[config.mk]
export PLATFORM = sky130hd
export DESIGN_NAME = drb_ctrl
export DESIGN_NICKNAME = d
export VERILOG_FILES = /design/src/rtl/drb_pkg.sv /design/src/rtl/drb_ctrl.sv
export SDC_FILE = /design/constraint.sdc
export NUM_CORES = 1
export LEC_CHECK = 0
export ABC_AREA = 1
export BUFFER_PORTS_ARGS = -buffer_cell sky130_fd_sc_hd__buf_2
export CORE_MARGIN = 5
export CORE_UTILIZATION = 53
export DETAILED_ROUTE_END_ITERATION = 10
export PLACE_DENSITY = 0.79
export SYNTH_ARGS = -nofsm -noshare
export SYNTH_HDL_FRONTEND = slang
export SYNTH_SLANG_ARGS = --single-unit
[constraint.sdc]
create_clock -name clk_i -period 1.63 [get_ports clk_i]
set_input_delay 0.0815 -clock clk_i [delete_from_list [all_inputs] [get_ports clk_i]]
set_output_delay 0.0815 -clock clk_i [all_outputs]
set_load 0.02 [all_outputs]
[src/rtl/drb_pkg.sv]
// Shared types and constants for the driven resonator bank.
// Depends on nothing; every other file of the block but drb_ram imports it.
`timescale 1ns / 1ps

package drb_pkg;

  // Bank size and derived widths
  localparam int NUM_RESONATORS = 64;
  localparam int IDX_W = (NUM_RESONATORS > 1) ? $clog2(NUM_RESONATORS) : 1;
  localparam int CNT_W = $clog2(NUM_RESONATORS + 1);

  // Field widths
  localparam int SMP_W  = 24;
  localparam int SUM_W  = 30;
  localparam int ACT_W  = 7;
  localparam int CMD_W  = 2;
  localparam int RIDX_W = 6;

  // Packed memory words: {env, y2, y1} and {gain, damping, feedback}
  localparam int WORD_W = 3 * SMP_W;

  // Configuration register map (byte addresses, word aligned)
  localparam int PADDR_W = 3;
  localparam int REG_SEL_BIT = 2;
  localparam logic REG_ACTIVE  = 1'b0;
  localparam logic REG_RELEASE = 1'b1;

  localparam logic [ACT_W-1:0] ACTIVE_RST  = 7'd64;
  localparam logic [SMP_W-1:0] RELEASE_RST = 24'd16776000;

  typedef enum logic [CMD_W-1:0] {
    CMD_PROC = 2'd0,
    CMD_LOAD = 2'd1,
    CMD_READ = 2'd2
  } cmd_e;

  typedef enum logic [2:0] {
    ST_CLEAR,
    ST_IDLE,
    ST_RUN,
    ST_DRAIN,
    ST_ENV,
    ST_DONE
  } ctrl_state_e;

  // Controller to datapath commands
  typedef struct packed {
    logic             capture;   // latch the accepted transaction
    logic             coef_we;   // coefficient load of the accepted transaction
    logic             clr_we;    // zero one entry of every memory
    logic             issue;     // start one resonator down the pipeline
    logic             env_rd;    // read the addressed envelope
    logic             out_load;  // move the result into the output register
    logic [IDX_W-1:0] addr;      // clear or issue address
  } dp_cmd_t;

  // Datapath to controller status
  typedef struct packed {
    logic pipe_busy;
    logic out_full;
  } dp_stat_t;

endpackage

[src/rtl/drb_ctrl.sv]
// Controller state machine: memory clearing pass, command sequencing,
// resonator issue counter and result handoff. Depends on drb_pkg.
`timescale 1ns / 1ps

module drb_ctrl
  import drb_pkg::*;
(
  input  logic             clk_i,
  input  logic             rst_ni,
  input  logic             in_valid_i,
  output logic             in_stall_o,
  input  logic [CMD_W-1:0] cmd_i,
  input  logic             out_stall_i,
  input  logic [ACT_W-1:0] active_i,
  input  dp_stat_t         stat_i,
  output dp_cmd_t          cmd_o
);

  ctrl_state_e      state_q, state_d;
  logic [CNT_W-1:0] cnt_q, cnt_d;
  logic [CNT_W-1:0] lim_q, lim_d;
  logic [CNT_W-1:0] lim_in;
  logic             accept;
  logic             clr_last;
  logic             run_last;
  logic             can_load;

  // Active count saturated to the bank size
  always_comb begin
    if (32'(active_i) > NUM_RESONATORS) begin
      lim_in = CNT_W'(NUM_RESONATORS);
    end else begin
      lim_in = CNT_W'(active_i);
    end
  end

  assign accept   = (state_q == ST_IDLE) && in_valid_i;
  assign clr_last = (cnt_q == CNT_W'(NUM_RESONATORS - 1));
  assign run_last = (cnt_q == lim_q - CNT_W'(1));
  assign can_load = !stat_i.out_full || !out_stall_i;

  // Next state
  always_comb begin
    state_d = state_q;
    case (state_q)
      ST_CLEAR: begin
        if (clr_last) state_d = ST_IDLE;
      end
      ST_IDLE: begin
        if (in_valid_i) begin
          case (cmd_e'(cmd_i))
            CMD_PROC: state_d = (lim_in == '0) ? ST_DONE : ST_RUN;
            CMD_READ: state_d = ST_ENV;
            default:  state_d = ST_DONE;
          endcase
        end
      end
      ST_RUN: begin
        if (run_last) state_d = ST_DRAIN;
      end
      ST_DRAIN: begin
        if (!stat_i.pipe_busy) state_d = ST_DONE;
      end
      ST_ENV: begin
        state_d = ST_DONE;
      end
      ST_DONE: begin
        if (can_load) state_d = ST_IDLE;
      end
      default: state_d = ST_IDLE;
    endcase
  end

  // Counter and limit
  always_comb begin
    cnt_d = cnt_q;
    lim_d = lim_q;
    if (accept) begin
      cnt_d = '0;
      lim_d = lim_in;
    end else if (state_q == ST_CLEAR || state_q == ST_RUN) begin
      cnt_d = cnt_q + CNT_W'(1);
    end
  end

  // Outputs
  always_comb begin
    cmd_o          = '0;
    cmd_o.addr     = cnt_q[IDX_W-1:0];
    cmd_o.capture  = accept;
    cmd_o.coef_we  = accept && (cmd_e'(cmd_i) == CMD_LOAD);
    case (state_q)
      ST_CLEAR: cmd_o.clr_we   = 1'b1;
      ST_RUN:   cmd_o.issue    = 1'b1;
      ST_ENV:   cmd_o.env_rd   = 1'b1;
      ST_DONE:  cmd_o.out_load = can_load;
      default:  ;
    endcase
  end

  assign in_stall_o = (state_q != ST_IDLE);

  always_ff @(posedge clk_i or negedge rst_ni) begin
    if (!rst_ni) begin
      state_q <= ST_CLEAR;
      cnt_q   <= '0;
      lim_q   <= '0;
    end else begin
      state_q <= state_d;
      cnt_q   <= cnt_d;
      lim_q   <= lim_d;
    end
  end

endmodule

## After elaboration in Yosys (flattened, before gate mapping)

Index checks and enable logic that the tools add are counted.

| storage, ports and cells | value |
|---|---|
| memories | 0 |
| bits in writable memories | 0 |
| memory bits (read-only) | 0 |
| bits in registers | 17 |
| output and inout bits | 13 |
| bits in latches | 0 |

| operators by class | value |
|---|---|
| $mul | 0 |
| $lt $le $gt $ge | 1 |
| eq/ne operators | 15 |
| mux-type cells | 15 |
| bitwise gates (word level) | 0 |
| reduce and logical (&&, ||, !) cells | 11 |
| shift-type cells | 0 |
| div/mod/pow operators | 0 |
| add/sub/neg operators | 2 |

Operators with widths:

| cell | number |
|---|---|
| 2-to-1 mux 7 bit | 3 |
| 2-to-1 mux 3 bit | 6 |
| one-hot mux 3 bit (6 select lines) | 1 |
| != test 2 bit, second input constant | 5 |
| adder 7 x 1 -> 7 bit, second input constant | 1 |
| equality test 7 x 6 -> 1 bit, second input constant | 1 |
| equality test 7 bit | 1 |
| > comparator 7 bit, second input constant | 1 |
| zero test 7 bit | 1 |
| subtractor 7 x 1 -> 7 bit, second input constant | 1 |
| equality test 3 x 2 -> 1 bit, second input constant | 2 |
| equality test 3 bit, second input constant | 2 |
| one-hot mux 3 bit (2 select lines) | 1 |
| AND reduction 5 bit | 1 |
| 2-to-1 mux 1 bit | 4 |
| equality test 3 x 1 -> 1 bit, second input constant | 1 |
| zero test 3 bit | 1 |
| != test 3 x 1 -> 1 bit, second input constant | 1 |
| equality test 2 x 1 -> 1 bit, second input constant | 1 |
| equality test 2 bit, second input constant | 1 |
| logical AND 1 bit | 2 |
| zero test 1 bit | 2 |
| zero test 2 bit | 1 |
| logical OR 1 bit | 2 |
| nonzero test 2 bit | 1 |

## Depth between registers and ports, before layout

| depth | value |
|---|---|
| word-level depth | 7 |
| depth in mapped cells | 14 |
| mapped depth without buffers | 14 |

## Worst setup path before layout

OpenSTA, ideal clock, no wires.

| path | value |
|---|---|
| path type | register to register |
| start | register state_q[2] |
| end | register state_q[1] |
| library setup time | 0.123 ns |
| path slack | 0.190 ns |
| required time | 1.507 ns |
| buffers on the path | 0 |
| cell stages (with the launch flop) | 7 |
| clock period less this slack | 1.440 ns |
| data arrival time | 1.317 ns |
| path through | dfrtp_1 -> nor2_1 -> inv_1 -> nor2_1 -> a21oi_2 -> o21ai_0 -> nand2_1 |

| on the way | value |
|---|---|
| cells in the longest elaborated chain, start to end | 3 |
| elaborated cells on any way between the ends | 13 |
| those cells by class | eq/ne: 10; mux: 1; reduce/logical: 2 |

Ends and longest elaborated chain:

| what | RTL line | RTL |
|---|---|---|
| from (decl) | drb_ctrl.sv:19 | `ctrl_state_e state_q, state_d;` |
| from (signal assigned) | drb_ctrl.sv:109 | `state_q <= state_d;` |
| equality test 3 bit (tied with other cells) | drb_ctrl.sv:45 | `case (state_q)` |
| != test 2 bit (no source line) | -- |  |
| AND reduction 5 bit (no source line) | -- |  |

Several ways; a longest one is shown, not always the timed one.
A chain may end at the register's enable or synchronous reset.

==> run metrics <==
post-synthesis sequential area ratio=34.84%; Hold Vio Cnt, Final=0; Die Span X=58 um; worst setup path startpoint=state_q[2]; Final Util=67.76%; Setup Crit Path Kind=reg -> out; most frequent cells in the layout=36 x nand2_1, 27 x buf_2, 22 x inv_1; Max Clk Rate=633.8 MHz; area share of the leading cell type in the synthesized netlist=34.84%; root buffer cell=clkbuf_4; GR Util All Layers=between 15 and 20%; CTS tree=yes; hold_sp=active_i[3]; I/O Buffers=27; vias in the first global route=1,177; Setup-failing EPs final=0; Die H=58 um; Worst EP required=roughly 1.6 ns; worst r2r src=state_q[2]; mux contribution to synthesized area=0%; largest net degree at the start of global routing=18; CTS clk-pin slew, worst paths=0.11 ns; final WL=between 3 and 4 mm; first-pass GRT wire length=about 4.8 mm; area added between synthesis and finish=22.75%; initial antenna violation count=0; H-tree Lvls=1; Worst Hold Class=in -> reg; Routed WL per cell=12.75 um; via/cell ratio=~5.4; max incr delay on CP=0.47 ns; Core Region=roughly 2200 sq um; reg2reg setup slack=~0.1 ns; largest family of logic cells by synthesized area=simple AND/OR/NAND/NOR gates; DRT iter0 DRCs=34; crit-path cells=nor3_4 -> nand2_4 -> inv_2 -> buf_2; die footprint=between 3000 and 4000 sq um; synth top area cells=dfrtp_1 35%, nand2_1 11%, inv_1 7.7%, nor2_1 6.8%, nand3_1 6.1%; Period minus WS final=approximately 1.6 ns; CTS Buffer Depth=2; Worst setup SP type=flop; Worst VDD drop=roughly 0.0011 V; Setup WS post-layout=between 0.05 and 0.06 ns; drt pass-1 iters=4; net count after synthesis=190; hold depth=3; Yosys top cell by area=dfrtp_1; Final GP Congestion=0.9209; synthesis-stage register bit count=17; critical path endpoint category=output pin; Synth Area per Inst=7.059 sq um; Pwr Density=roughly 1800 nW/um^2; clock skew=approximately 0.0058 ns; Ports=28; layout cells sized above 1=30.95%; Starting Density=between 50% and 60%; reg2reg path depth=8; Final ANT Viol Nets=0; Num CTS Buffers=3; final period utilization=between 90% and 100%; Crit Reg-Reg Endpoint=cnt_q[4]; post-placement setup slack=0.06337 ns; Syn. warnings=0; run status=finished, final reports clean; Max FO, Critical Path=7; vias=roughly 1,300; Max-Cap Viols=0; Antenna Cells=0; P_leak=between 0.7 and 0.8 nW; Post-Synth Adder-Cell Area=slightly above 2%; Slowest-stage cell, CP=dfrtp_2; XOR/XNOR Fraction of Synth Area=~5.7%; post-synthesis simple-gate area fraction=34.53%; Slew @ Worst Pin=0.3930 ns; DP HPWL=between 2 and 2.5 mm; Final Max Slew Viols=0; Synth Area in Compound Gates=9.631%; nets=~230; # fillers=just under 200; # DRC=0; commonest non-fill, non-tap cell in the layout=nand2_1; Netlist cell types=25; Hold Path Sink=lim_q[3]; Crit path arrival time=roughly 1.5 ns; slew margin rel.=roughly three quarters; clk_lat worst skew=between 0.2 and 0.3 ns; Cell Area, Synth=around 1200 sq um; global route overflow=0; CTS Sinks=17; Synth Instances=173; FP Rows=17
==> worst max path at each step <==
stage,to,slack [ns],depth (start not counted)
2_1_floorplan,state_q[1],0.19,6
3_3_place_gp,state_q[0],0.15,14
3_5_place_dp,state_q[0],0.06,14
4_1_cts,cmd_o[10],0.02,5
5_1_grt,cmd_o[11],-0.006,4
6_report,cmd_o[11],0.05,4
==> worst max-delay path: cells and delay by family (launching register included) <==
family	cells	cell delay, ns
and+or+nand+nor	2	0.43
DFF	1	0.47
buffers and inverters	2	0.30
==> layout make-up <==
cell class / instances / area (sq um) / share of cell area, %
clock buffers: 4 / 26.28 / 1.753
inverters: 27 / 101.3 / 6.761
multi-input cells: 121 / 666.9 / 44.49
flip-flops and latches: 17 / 426.7 / 28.46
well taps: 28 / 35.03 / 2.337
repair buffers: 41 / 242.7 / 16.19
==> cell usage after synthesis, drive strengths merged <==
| library cell | n |
|---|---|
| o22ai | 1 |
| xor2 | 6 |
| a21oi | 6 |
| nand3b | 1 |
| o21ai | 11 |
| xnor2 | 2 |
| nand4 | 1 |
| ha | 2 |
| nor3 | 6 |
| nor2 | 24 |
| inv | 27 |
| dfrtp | 17 |
| buf | 8 |
| a22oi | 1 |
| nand3 | 15 |
| o211ai | 1 |
| o31ai | 1 |
| nand2 | 43 |
==> cells by family after synthesis <==
logic type                 after synthesis
and+or+nand+nor                         90
AOI/OAI and AO/OA                       21
DFF                                     17
xor gates and xnor gates                 8
buffers and inverters                   35
adders and majority gates                2
==> metal layers <==
| metal | vias to the layer above | GRT usage, % | part of all wire [%] |
|---|---|---|---|
| met5 | - | 0 | 0 |
| met4 | 0 | 9.603 | 2.2 |
| met3 | 8 | 2.673 | 6.7 |
| met2 | 48 | 31.13 | 51 |
| met1 | 607 | 22.28 | 40 |
| li1 | 618 | - | - |
==> what timing repair did <==
item / 4_1_cts / 5_1_grt
hold buffers: 1 / 0
setup endpoints to repair: 2 / 9
buffers inserted: 1 / 7
gates resized for setup: 1 / 10
pin swaps: 1 / 7
hold endpoints to repair: 17 / 0
==> state kept, by name, summed over array words and instances (netlist names) <==
signal	count
state_q	3
lim_q	7
cnt_q	7
==> through the flow <==
stage               instances   TNS (ns)  cell area (sq um)  hold WS [ns]  power, mW
floorplan                 173          0               1221       -0.2141      1.938
CTS                       231          0               1413      0.005844      2.567
global placement          225          0               1369       0.02256      2.239
global route              238  -0.009406               1499       0.02172      3.011
detailed placement        225          0               1369       0.03126      2.304
finish                    238          0               1499      0.005798      2.773
==> report_power, final <==
| part | switching, mW | internal, mW |
|---|---|---|
| combinational | 1.07 | 0.719 |
| clock | 0.144 | 0.0951 |
| sequential | 0.166 | 0.575 |
| total | 1.38 | 1.39 |
Note: power is estimated with default switching activity, not from simulation.
