## src/rtl/drb_pkg.sv

```systemverilog
// Shared types and constants for the driven resonator bank.
// Depends on nothing; every other file of the block but drb_ram imports it.
`timescale 1ns / 1ps

package drb_pkg;

  // Bank size and derived widths
  localparam int NUM_RESONATORS = 64;
  localparam int IDX_W = (NUM_RESONATORS > 1) ? $clog2(NUM_RESONATORS) : 1;
  localparam int CNT_W = $clog2(NUM_RESONATORS + 1);

  // Field widths
  localparam int SMP_W  = 24;
  localparam int SUM_W  = 30;
  localparam int ACT_W  = 7;
  localparam int CMD_W  = 2;
  localparam int RIDX_W = 6;

  // Packed memory words: {env, y2, y1} and {gain, damping, feedback}
  localparam int WORD_W = 3 * SMP_W;

  // Configuration register map (byte addresses, word aligned)
  localparam int PADDR_W = 3;
  localparam int REG_SEL_BIT = 2;
  localparam logic REG_ACTIVE  = 1'b0;
  localparam logic REG_RELEASE = 1'b1;

  localparam logic [ACT_W-1:0] ACTIVE_RST  = 7'd64;
  localparam logic [SMP_W-1:0] RELEASE_RST = 24'd16776000;

  typedef enum logic [CMD_W-1:0] {
    CMD_PROC = 2'd0,
    CMD_LOAD = 2'd1,
    CMD_READ = 2'd2
  } cmd_e;

  typedef enum logic [2:0] {
    ST_CLEAR,
    ST_IDLE,
    ST_RUN,
    ST_DRAIN,
    ST_ENV,
    ST_DONE
  } ctrl_state_e;

  // Controller to datapath commands
  typedef struct packed {
    logic             capture;   // latch the accepted transaction
    logic             coef_we;   // coefficient load of the accepted transaction
    logic             clr_we;    // zero one entry of every memory
    logic             issue;     // start one resonator down the pipeline
    logic             env_rd;    // read the addressed envelope
    logic             out_load;  // move the result into the output register
    logic [IDX_W-1:0] addr;      // clear or issue address
  } dp_cmd_t;

  // Datapath to controller status
  typedef struct packed {
    logic pipe_busy;
    logic out_full;
  } dp_stat_t;

endpackage

```

## src/rtl/drb_cfg_regs.sv

```systemverilog
// APB-style configuration registers: active resonator count and release factor.
// Depends on drb_pkg.
`timescale 1ns / 1ps

module drb_cfg_regs
  import drb_pkg::*;
(
  input  logic               clk_i,
  input  logic               rst_ni,
  input  logic               psel,
  input  logic               penable,
  input  logic               pwrite,
  input  logic [PADDR_W-1:0] paddr,
  input  logic [31:0]        pwdata,
  output logic [31:0]        prdata,
  output logic               pready,
  output logic [ACT_W-1:0]   active_o,
  output logic [SMP_W-1:0]   release_o
);

  logic             wr_en;
  logic [ACT_W-1:0] active_q;
  logic [SMP_W-1:0] release_q;

  assign wr_en  = psel && penable && pwrite;
  assign pready = 1'b1;

  // Register writes; low address bits are ignored
  always_ff @(posedge clk_i or negedge rst_ni) begin
    if (!rst_ni) begin
      active_q  <= ACTIVE_RST;
      release_q <= RELEASE_RST;
    end else if (wr_en) begin
      if (paddr[REG_SEL_BIT] == REG_ACTIVE) begin
        active_q <= pwdata[ACT_W-1:0];
      end else begin
        release_q <= pwdata[SMP_W-1:0];
      end
    end
  end

  // Read back
  always_comb begin
    if (paddr[REG_SEL_BIT] == REG_ACTIVE) begin
      prdata = {{(32-ACT_W){1'b0}}, active_q};
    end else begin
      prdata = {{(32-SMP_W){1'b0}}, release_q};
    end
  end

  assign active_o  = active_q;
  assign release_o = release_q;

endmodule

```

## config.mk

```make
export PLATFORM = sky130hd
export DESIGN_NAME = drb_cfg_regs
export DESIGN_NICKNAME = d
export VERILOG_FILES = /design/src/rtl/drb_pkg.sv /design/src/rtl/drb_cfg_regs.sv
export SDC_FILE = /design/constraint.sdc
export NUM_CORES = 1
export LEC_CHECK = 0
export BUFFER_PORTS_ARGS = -buffer_cell sky130_fd_sc_hd__buf_2
export CORE_ASPECT_RATIO = 0.8
export CORE_UTILIZATION = 41
export DETAILED_ROUTE_END_ITERATION = 16
export HOLD_SLACK_MARGIN = 0.12
export PLACE_DENSITY = 0.79
export SETUP_SLACK_MARGIN = 0.02
export SLEW_MARGIN = 20
export SYNTH_ARGS = -nofsm -noshare
export SYNTH_HDL_FRONTEND = slang
export SYNTH_SLANG_ARGS = --single-unit
```

## constraint.sdc

```tcl
create_clock -name clk_i -period 1.5 [get_ports clk_i]
set_clock_uncertainty 0.1 [all_clocks]
set_input_delay 0.3 -clock clk_i [delete_from_list [all_inputs] [get_ports clk_i]]
set_output_delay 0.3 -clock clk_i [all_outputs]
set_load 0.01 [all_outputs]
```

# Word level (Yosys, flattened, before mapping)
# Index checks and enable logic that the tools add are counted.
# op_classes
muxes,1
n_bitwise,1
reduce_logical,4
# ops
op,n
$mux W24,1
$reduce_and A2 Y1,2
$logic_and A1 B1 Y1,2
$not A1 Y1,1
# totals
out_inout_bits,64
wordCells,8
inputBits,40
register_bits,31

# Depth between registers and ports, before layout
# Gate-level depths: netlist (run 1).
# depth
word_depth,3
depth_mapped,4
ltp_nobuf,2

# Least setup slack after synthesis (run 1)
# Ideal clock, no wire load.
# synth_timing
kind,input to output
startpoint,input port paddr[2]
endpoint,output port prdata[4]
required_time_ps,1100
arrival_time_ps,969
path_slack_ps,131
path_stages,3
n_path_buf,2
path_cell_list,buf_4 buf_2 mux2_2
# synth_between
elab_chain_cells,1
# synth_lines
element,line,source
from (decl),drb_cfg_regs.sv:13,"input logic [PADDR_W-1:0] paddr,"
$mux W24,drb_cfg_regs.sv:44,if (paddr[REG_SEL_BIT] == REG_ACTIVE) begin
to (decl),drb_cfg_regs.sv:15,"output logic [31:0] prdata,"
# No other way between the ends.

# Worst setup path after layout (run 1)
# layout_timing
startpoint,register release_q[4] (netlist: release_o[4])
endpoint,output port prdata[4]
# layout_between
elab_chain_cells,1
# layout_lines
element,line,source
from (decl),drb_cfg_regs.sv:23,logic [SMP_W-1:0] release_q;
from (signal assigned),drb_cfg_regs.sv:37,release_q <= pwdata[SMP_W-1:0];
$mux W24,drb_cfg_regs.sv:44,
# No other way between the ends.

==> results.md, run 1 <==
- Vias in the first global route: 998
- Syn Std Cell Area: 1570 µm²
- Tmin final: 1.48 ns
- Final ANT Viol Nets: 0
- Ports: 104
- Finished layout cell area: 2270 µm²
- Antenna violations before repair: 0
- Die Footprint: 4070 µm²
- Initial Util: 44.2%
- HPWL after detailed placement: 2.31 mm
- Yosys reg bits: 31
- # fillers: 280
- Share of layout cells above drive strength 1: 81.2%
- Worst-case hold slack: 0.151 ns
- Die width: 71.1 µm
- Core Rows: 19
- Drt total wl: 3.37 mm
- Clock Root Buffer: clkbuf_8
- CTS max path bufs: 2
- CP Max Fanout: 3
- CTS HTree Levels: 2
- Max-Cap Viols: 0
- RSZ-0062 raised after global routing: true
- Yosys warns: 0
- Via density: 4.63
- Remaining DRCs: 9
- Tcrit/Tclk final: 98.5%
- IO buf count: 84
- Fin cells: 244
- Library cells used by synthesis: 12
- Flop2flop setup slack: 0.50 ns
- P&R area growth vs syn: 45.0%
- Violated checks: design-rule violations
- Placed Cells: 227
- Post-place setup slack: 0.0198 ns
- CP arrival: 1.08 ns
- Final Hold Fails: 0
- TritonCTS clock tree: built
- First-pass GRT wire length: 4.91 mm
- Drt wl/cell: 13.8 µm
- Largest net degree at the start of global routing: 17
- PD cells: 1300 nW/µm²
- CP Capture Type: output port
- Gate Count Post-Synth: 104
- Util after Layout: 64.1%
- Grt total ovfl: 0
- Max VDD drop: 0.966 mV
- Worst Hold Class: in -> reg
- Status: finished with violations
- Critical path data required time: 1.10 ns
- Final GP Congestion: 0.689
- Slew Viols, Final: 0
- 1st-pass router iterations: 11
- Nets: 241
- Static leakage: 1.22 nW
- Fmax: 0.676 GHz
- Final worst setup slack: 0.0218 ns
- DRT iter0 DRCs: 34
- Setup TNS: 0 ns
- Die Span Y: 57.3 µm
- Number of buffers created by CTS: 5
- Clock latency on the worst-skew pair: 0.27 ns
- Setup violators final: 0
- Antenna cells: 0
- Syn Area/Cell: 15.1 µm²
- Area after DPL: 2010 µm²
- Final Total Pwr: 2.94 mW
- Tot GR Track Use: 16.4%
- Crit start category: flop
- Core area: 3540 µm²
- Via count: 1129
- Reg clk slew, reported paths: 0.06 ns
- Clock sink total: 31
- Kind of critical path: reg -> out
- Post-synthesis sequential area ratio: 50.9%
## what timing repair did
| item | in CTS | in global routing |
|---|---|---|
| buffers inserted | 0 | 8 |
| pin swaps | 0 | 6 |
| gates resized for setup | 2 | 21 |
| setup endpoints to repair | 1 | 24 |
| hold endpoints to repair | 12 | 0 |
| hold buffers | 1 | 0 |
## state kept, by name, indices dropped and copies added, names as in the netlist
register and cells:
release_o 24, active_o 7
## layout by cell type, fill, tap and decap left out, drive strengths merged
| master | count |
|---|---|
| dfrtp | 14 |
| clkbuf | 8 |
| nand4 | 1 |
| conb | 9 |
| nand4b | 1 |
| mux2 | 38 |
| dlygate4sd3 | 1 |
| clkinv | 1 |
| dfstp | 17 |
| buf | 95 |
| and2 | 17 |
## per-layer routing
layer / track usage, % / routed length [µm] / part of all wire [%]
met1: 21.6 / 1480 / 44
met2: 25.4 / 1660 / 49
met3: 4.42 / 183 / 5.4
met4: 7.71 / 53 / 1.6
met5: 0 / 0 / 0
## worst max-delay path, stage by stage, from the launching register on
cell	delay [ns]
dfrtp_1	0.40
mux2_4	0.28
buf_6	0.12
## layout make-up
| class | count | area (µm²) | share of cell area, % |
|---|---|---|---|
| clock buffers | 7 | 76.3 | 3.36 |
| clock inverters | 1 | 5.00 | 0.221 |
| multi-input cells | 66 | 716 | 31.5 |
| flip-flops and latches | 31 | 797 | 35.1 |
| well taps | 42 | 52.6 | 2.32 |
| repair buffers | 97 | 623 | 27.5 |
## where the power goes
part	internal [mW]	switching [mW]	leakage (nW)
logic	0.663	0.428	0.835
clock network	0.325	0.291	0.0422
registers	1.10	0.135	0.347
## cell usage after synthesis
library cell  instances  share of area (%)
buf_2                 1               0.32
conb_1                2               0.48
nand4b_4              1                1.5
and2_1               17                6.8
dfstp_2              17                 29
buf_6                 2                1.4
dfrtp_1              14                 22
buf_4                10                4.8
clkbuf_1              1               0.24
nand4_4               1                1.4
mux2_4               20                 19
mux2_2               18                 13
## path summary, 6_finish.rpt
| kind | end | startpoint | cells past startpoint |
|---|---|---|---|
| max in group asynchronous | release_o[11]$_DFFE_PN1P_ | rst_ni | 3 |
| min in group asynchronous | release_o[5]$_DFFE_PN0P_ | rst_ni | 2 |
| worst max-delay path | prdata[4] | release_o[4]$_DFFE_PN0P_ | 2 |
| worst min-delay path | release_o[7]$_DFFE_PN0P_ | pwdata[7] | 2 |
| worst max register to register | active_o[4]$_DFFE_PN0P_ | active_o[4]$_DFFE_PN0P_ | 2 |
| worst min register to register | release_o[2]$_DFFE_PN0P_ | release_o[2]$_DFFE_PN0P_ | 1 |
## kinds of logic after synthesis
family | count (synthesis) | share of synthesized area (%)
mux | 38 | 32.1
simple gates | 19 | 9.67
buf+inv | 14 | 6.79
other cells | 2 | 0.480
flops | 31 | 50.9
Power figures use the tool's default switching activity.
==> run 2, diff against run 1 <==
Settings changed: CTS_BUF_LIST from default to sky130_fd_sc_hd__clkbuf_16, RECOVER_POWER from default to 25.
==> run 2 against run 1 <==
Effect of this change: the flow still finishes with violations (design-rule violations); highest routed layer unchanged; critical path depth is the same; global-route usage down 0.23 points; sequential power about the same; die area stayed put.
==> results.md, run 2 (synthesized netlist as in run 1, its figures left out) <==
- Reg clk slew, reported paths: 0.05 ns
- # fillers: 295
- Die width: 71.1 µm
- Number of buffers created by CTS: 5
- Commonest non-fill, non-tap cells in the layout: 80 x buf_2, 20 x mux2_4, 17 x dfstp_2, 16 x and2_1, 16 x mux2_2
- Tot GR Track Use: 16.1%
- IO buf count: 84
- CTS HTree Levels: 2
- Clock latency on the worst-skew pair: 0.26 ns
- PD cells: 1420 nW/µm²
- Setup violators final: 0
- Grt total ovfl: 0
- Critical path data required time: 1.10 ns
- Multi-input gate area: 661 µm²
- Gate power share: 30.9%
- Via count: 1101
- Antenna cells: 0
- Antenna violations before repair: 0
- Crit start category: flop
- Worst Hold Class: in -> reg
- Util after Layout: 61.6%
- Clock sink total: 31
- Violated checks: design-rule violations
- Clock power share: 29.4%
- Max FFs per register: 24
- Via density: 4.55
- Drt wl/cell: 13.5 µm
- Die Span Y: 57.3 µm
- Tcrit/Tclk final: 97.0%
- TritonCTS clock tree: built
- Sw Share: 27.3%
- Vias in the first global route: 1006
- First-pass GRT wire length: 4.93 mm
- Net switching power: 0.847 mW
- Status: finished with violations
- DRT iter0 DRCs: 35
- P&R area growth vs syn: 39.3%
- Core area: 3540 µm²
- Fmax: 0.687 GHz
- Core Rows: 19
- CP Capture Type: output port
- Final ANT Viol Nets: 0
- Max-Cap Viols: 0
- Commonest non-fill, non-tap cell in the layout: buf_2
- Int Power: 2.25 mW
- Static leakage: 1.18 nW
- Placed Cells: 227
- Drt total wl: 3.26 mm
- RSZ-0062 raised after global routing: true
- Die Footprint: 4070 µm²
- Ports: 104
- Setup TNS: 0 ns
- 1st-pass router iterations: 11
- CP arrival: 1.05 ns
- Nets: 239
- Flop pwr share: 39.7%
- Final Hold Fails: 0
- Final GP Congestion: 0.689
- Max VDD drop: 0.702 mV
- CTS max path bufs: 2
- Tmin final: 1.45 ns
- HPWL after detailed placement: 2.31 mm
- FF+latch area: 797 µm²
- Initial Util: 44.2%
- Slew Viols, Final: 0
- Share of layout cells above drive strength 1: 77.0%
- CP Max Fanout: 3
- Kind of critical path: reg -> out
- Largest net degree at the start of global routing: 17
- Clock Root Buffer: clkbuf_16
- Remaining DRCs: 9
- Fin cells: 242
## run 2: cell types whose count changed in the layout (fill, tap and decap cells not counted), moves of 2 or more
cell,change
clkbuf_16,+5
and2_1,+4
mux2_2,+2
and2_4,-4
inv_1,+2
mux2_4,-4
mux2_1,+2
buf_4,-2
buf_2,+9
clkbuf_1,-2
clkbuf_8,-5
buf_6,-10
## run 2: power by group through the flow
stage	sequential (mW)	clock (mW)	combinational [mW]
finish	1.23	0.913	0.958
global route	1.26	0.980	1.03
CTS	1.24	0.945	0.897
detailed placement	1.25	0	0.890
global placement	1.24	0	0.881
floorplan	1.32	0	0.439
## run 2: path summary, 6_finish.rpt
check	startpoint	slack [ns]	cells after the start	endpoint
max in group asynchronous	rst_ni	0.37	3	release_o[13]$_DFFE_PN1P_
hold / removal	pwdata[14]	0.15	2	release_o[14]$_DFFE_PN1P_
setup reg to reg	release_o[3]$_DFFE_PN0P_	0.52	2	release_o[3]$_DFFE_PN0P_
setup / recovery	active_o[6]$_DFFE_PN1P_	0.05	2	prdata[6]
min in group asynchronous	rst_ni	0.42	2	release_o[5]$_DFFE_PN0P_
hold reg to reg	release_o[2]$_DFFE_PN0P_	0.42	1	release_o[2]$_DFFE_PN0P_
## run 2: metal layers
layer | up-vias | GRT usage (%) | routed length, µm
met5 | - | 0 | 0
met4 | 0 | 6.00 | 27
met3 | 2 | 3.89 | 178
met2 | 49 | 25.0 | 1570
met1 | 527 | 22.3 | 1490
li1 | 523 | - | -
## run 2: through the flow
step                setup slack [ns]  cell area (µm²)  hold slack [ns]  total power [mW]
detailed placement            0.0198             2010            0.146              2.14
finish                        0.0454             2180            0.150              3.10
global placement              0.0209             2010            0.140              2.12
global route                  0.0131             2180            0.156              3.27
CTS                           0.0245             2160            0.157              3.08
floorplan                      0.131             1590          -0.0956              1.76
## run 2: repair_timing
action	in CTS	in global routing
hold buffers	1	0
setup buffers	0	6
endpoints found under the hold margin	12	0
resized for setup	0	6
setup endpoints to repair	0	23
## run 2: worst max-delay path, stage by stage (launching register included)
cell	delay (ns)
dfstp_2	0.54
mux2_4	0.15
buf_6	0.09
## run 2: area by class of cell
type | count | share of cell area (%)
multi-input cells | 66 | 30.3
well taps | 42 | 2.41
repair buffers | 95 | 24.4
clock buffers | 5 | 5.74
flip-flops and latches | 31 | 36.5
clock inverters | 3 | 0.574
==> run 3, diff against run 2 <==
Settings changed: MAX_ROUTING_LAYER from default to met4, REMOVE_ABC_BUFFERS from default to 1, SKIP_LAST_GASP from default to 1.
==> run 3 against run 2 <==
Effect of this change: the run still ends with design-rule violations left; global-route usage fell by 0.17 points; clock power rose by 0.4%; count of clock-buffer cells in the layout did not move; cell area rose by 4.0%; largest power group unchanged; highest routed layer unchanged.
==> results.md, run 3 (synthesized netlist as in run 1, its figures left out) <==
- Finished layout cell area: 2270 µm²
- Initial Util: 44.2%
- Nets: 236
- Commonest non-fill, non-tap cell in the layout: buf_2
- Kind of critical path: reg -> out
- Crit path buf inv count: 1
- Tot GR Track Use: 16.0%
- Status: finished with violations
- Critical path data required time: 1.10 ns
- PD cells: 1390 nW/µm²
- Crit path cell chain: mux2_4 > buf_6
- Via density: 4.67
- Die width: 71.1 µm
- Critical-path top delay cell: dfrtp_1
- Worst-case hold slack: 0.160 ns
- Static leakage: 1.21 nW
- Final Total Pwr: 3.16 mW
- CTS max path bufs: 2
- Area after DPL: 2020 µm²
- Reg clk slew, reported paths: 0.05 ns
- Worst Hold Class: in -> reg
- Setup TNS: 0 ns
- IO buf count: 84
- Flop pwr share: 39.2%
- Crit path to: prdata[0]
- Remaining DRCs: 10
- TritonCTS clock tree: built
- Drt total wl: 3.31 mm
- CP arrival: 1.07 ns
- DRT iter0 DRCs: 63
- P&R area growth vs syn: 44.9%
- Die Span Y: 57.3 µm
- Drt wl/cell: 13.8 µm
- Slew Viols, Final: 0
- Sw Share: 27.6%
- Vias in the first global route: 983
- Number of buffers created by CTS: 5
- Max-Cap Viols: 0
- Cell family with most CP delay: flip-flops
- Final Hold Fails: 0
- CP Capture Type: output port
- Clock latency on the worst-skew pair: 0.27 ns
- Flop2flop setup slack: 0.53 ns
- Crit path launch: release_o[0]$_DFFE_PN0P_
- Final GP Congestion: 0.687
- Clock Root Buffer: clkbuf_16
- WP depth: 2
- Violated checks: design-rule violations
- Hold Crit Depth: 2
- Gate power share: 31.8%
- Grt total ovfl: 0
- Util after Layout: 64.0%
- Ports: 104
- Share of layout cells above drive strength 1: 78.7%
- Max FFs per register: 24
- Max VDD drop: 0.875 mV
- Worst reg-to-reg path cell count: 2
- Tcrit/Tclk final: 97.8%
- CP Max Fanout: 3
- Antenna violations before repair: 0
- HPWL after detailed placement: 2.12 mm
- Antenna cells: 0
- RSZ-0062 raised after global routing: true
- Tmin final: 1.47 ns
- Fmax: 0.681 GHz
- R2r endpoint: active_o[5]$_DFFE_PN0P_
- Core area: 3540 µm²
- Clock sink total: 31
- CP peak stage delay: 0.40 ns
- Clock power share: 29.1%
- Net switching power: 0.870 mW
- Worst R2R Start: active_o[5]$_DFFE_PN0P_
- 1st-pass router iterations: 11
- CTS HTree Levels: 2
- Int Power: 2.29 mW
- First-pass GRT wire length: 4.75 mm
- Largest net degree at the start of global routing: 27
- # fillers: 262
- Core Rows: 19
- Crit start category: flop
- Final ANT Viol Nets: 0
- Setup violators final: 0
- Commonest non-fill, non-tap cells in the layout: 75 x buf_2, 23 x mux2_4, 17 x dfstp_2, 15 x mux2_2
- Die Footprint: 4070 µm²
- Via count: 1116
## run 3: cell types whose count changed in the layout (fill, tap and decap cells not counted), sizes merged
cell | previous run | this run
buf | 91 | 88
inv | 2 | 1
clkinv | 1 | 2
## run 3: final cells by class
cell class / count / area (µm²) / area share [%]
Tap cell: 42 / 52.6 / 2.32
Sequential cell: 31 / 797 / 35.1
Clock inverter: 3 / 11.3 / 0.496
Clock buffer: 5 / 125 / 5.52
Timing Repair Buffer: 92 / 591 / 26.0
Multi-Input combinational cell: 66 / 692 / 30.5
## run 3: per-layer routing
layer	share of wire [%]	global-route usage [%]
met5	0	-
met4	0.48	4.29
met2	43	23.9
met3	7.4	4.95
met1	49	21.2
## run 3: metrics by stage
| step | std cells | setup slack (ns) |
|---|---|---|
| after floorplan | 97 | 0.158 |
| after global placement | 226 | 0.0516 |
| after detailed placement | 226 | 0.0419 |
| after CTS | 235 | 0.0213 |
| after global routing | 239 | 0.00774 |
| final | 239 | 0.0325 |
## run 3: how the worst min path moves through the flow
stage	slack, ns	start	endpoint
2_1_floorplan	-0.1	rst_ni	active_o[0]$_DFFE_PN0P_
3_3_place_gp	0.14	rst_ni	release_o[10]$_DFFE_PN0P_
3_5_place_dp	0.15	rst_ni	release_o[7]$_DFFE_PN0P_
4_1_cts	0.16	pwdata[21]	release_o[21]$_DFFE_PN1P_
5_1_grt	0.16	pwdata[14]	release_o[14]$_DFFE_PN1P_
6_report	0.16	pwdata[21]	release_o[21]$_DFFE_PN1P_
## run 3: power by group through the flow
stage          Sequential [mW]  Clock (mW)  Combinational, mW
3_5_place_dp              1.24           0              0.897
5_1_grt                   1.26       0.970               1.08
4_1_cts                   1.23       0.928              0.919
2_1_floorplan             1.32           0              0.410
3_3_place_gp              1.23           0              0.884
6_report                  1.24       0.917               1.00
## run 3: repair_timing
action                                  4_1_cts  5_1_grt
endpoints found under the hold margin         4        0
endpoints found under the setup margin        1        8
setup buffers                                 0        2
cloned                                        0        2
gates resized for setup                       2       13
hold buffers                                  1        0
## run 3: worst reg2reg max path, stage by stage (launching register included)
cell and delay, ns:
dfrtp_1 0.37, buf_4 0.13, mux2_2 0.25
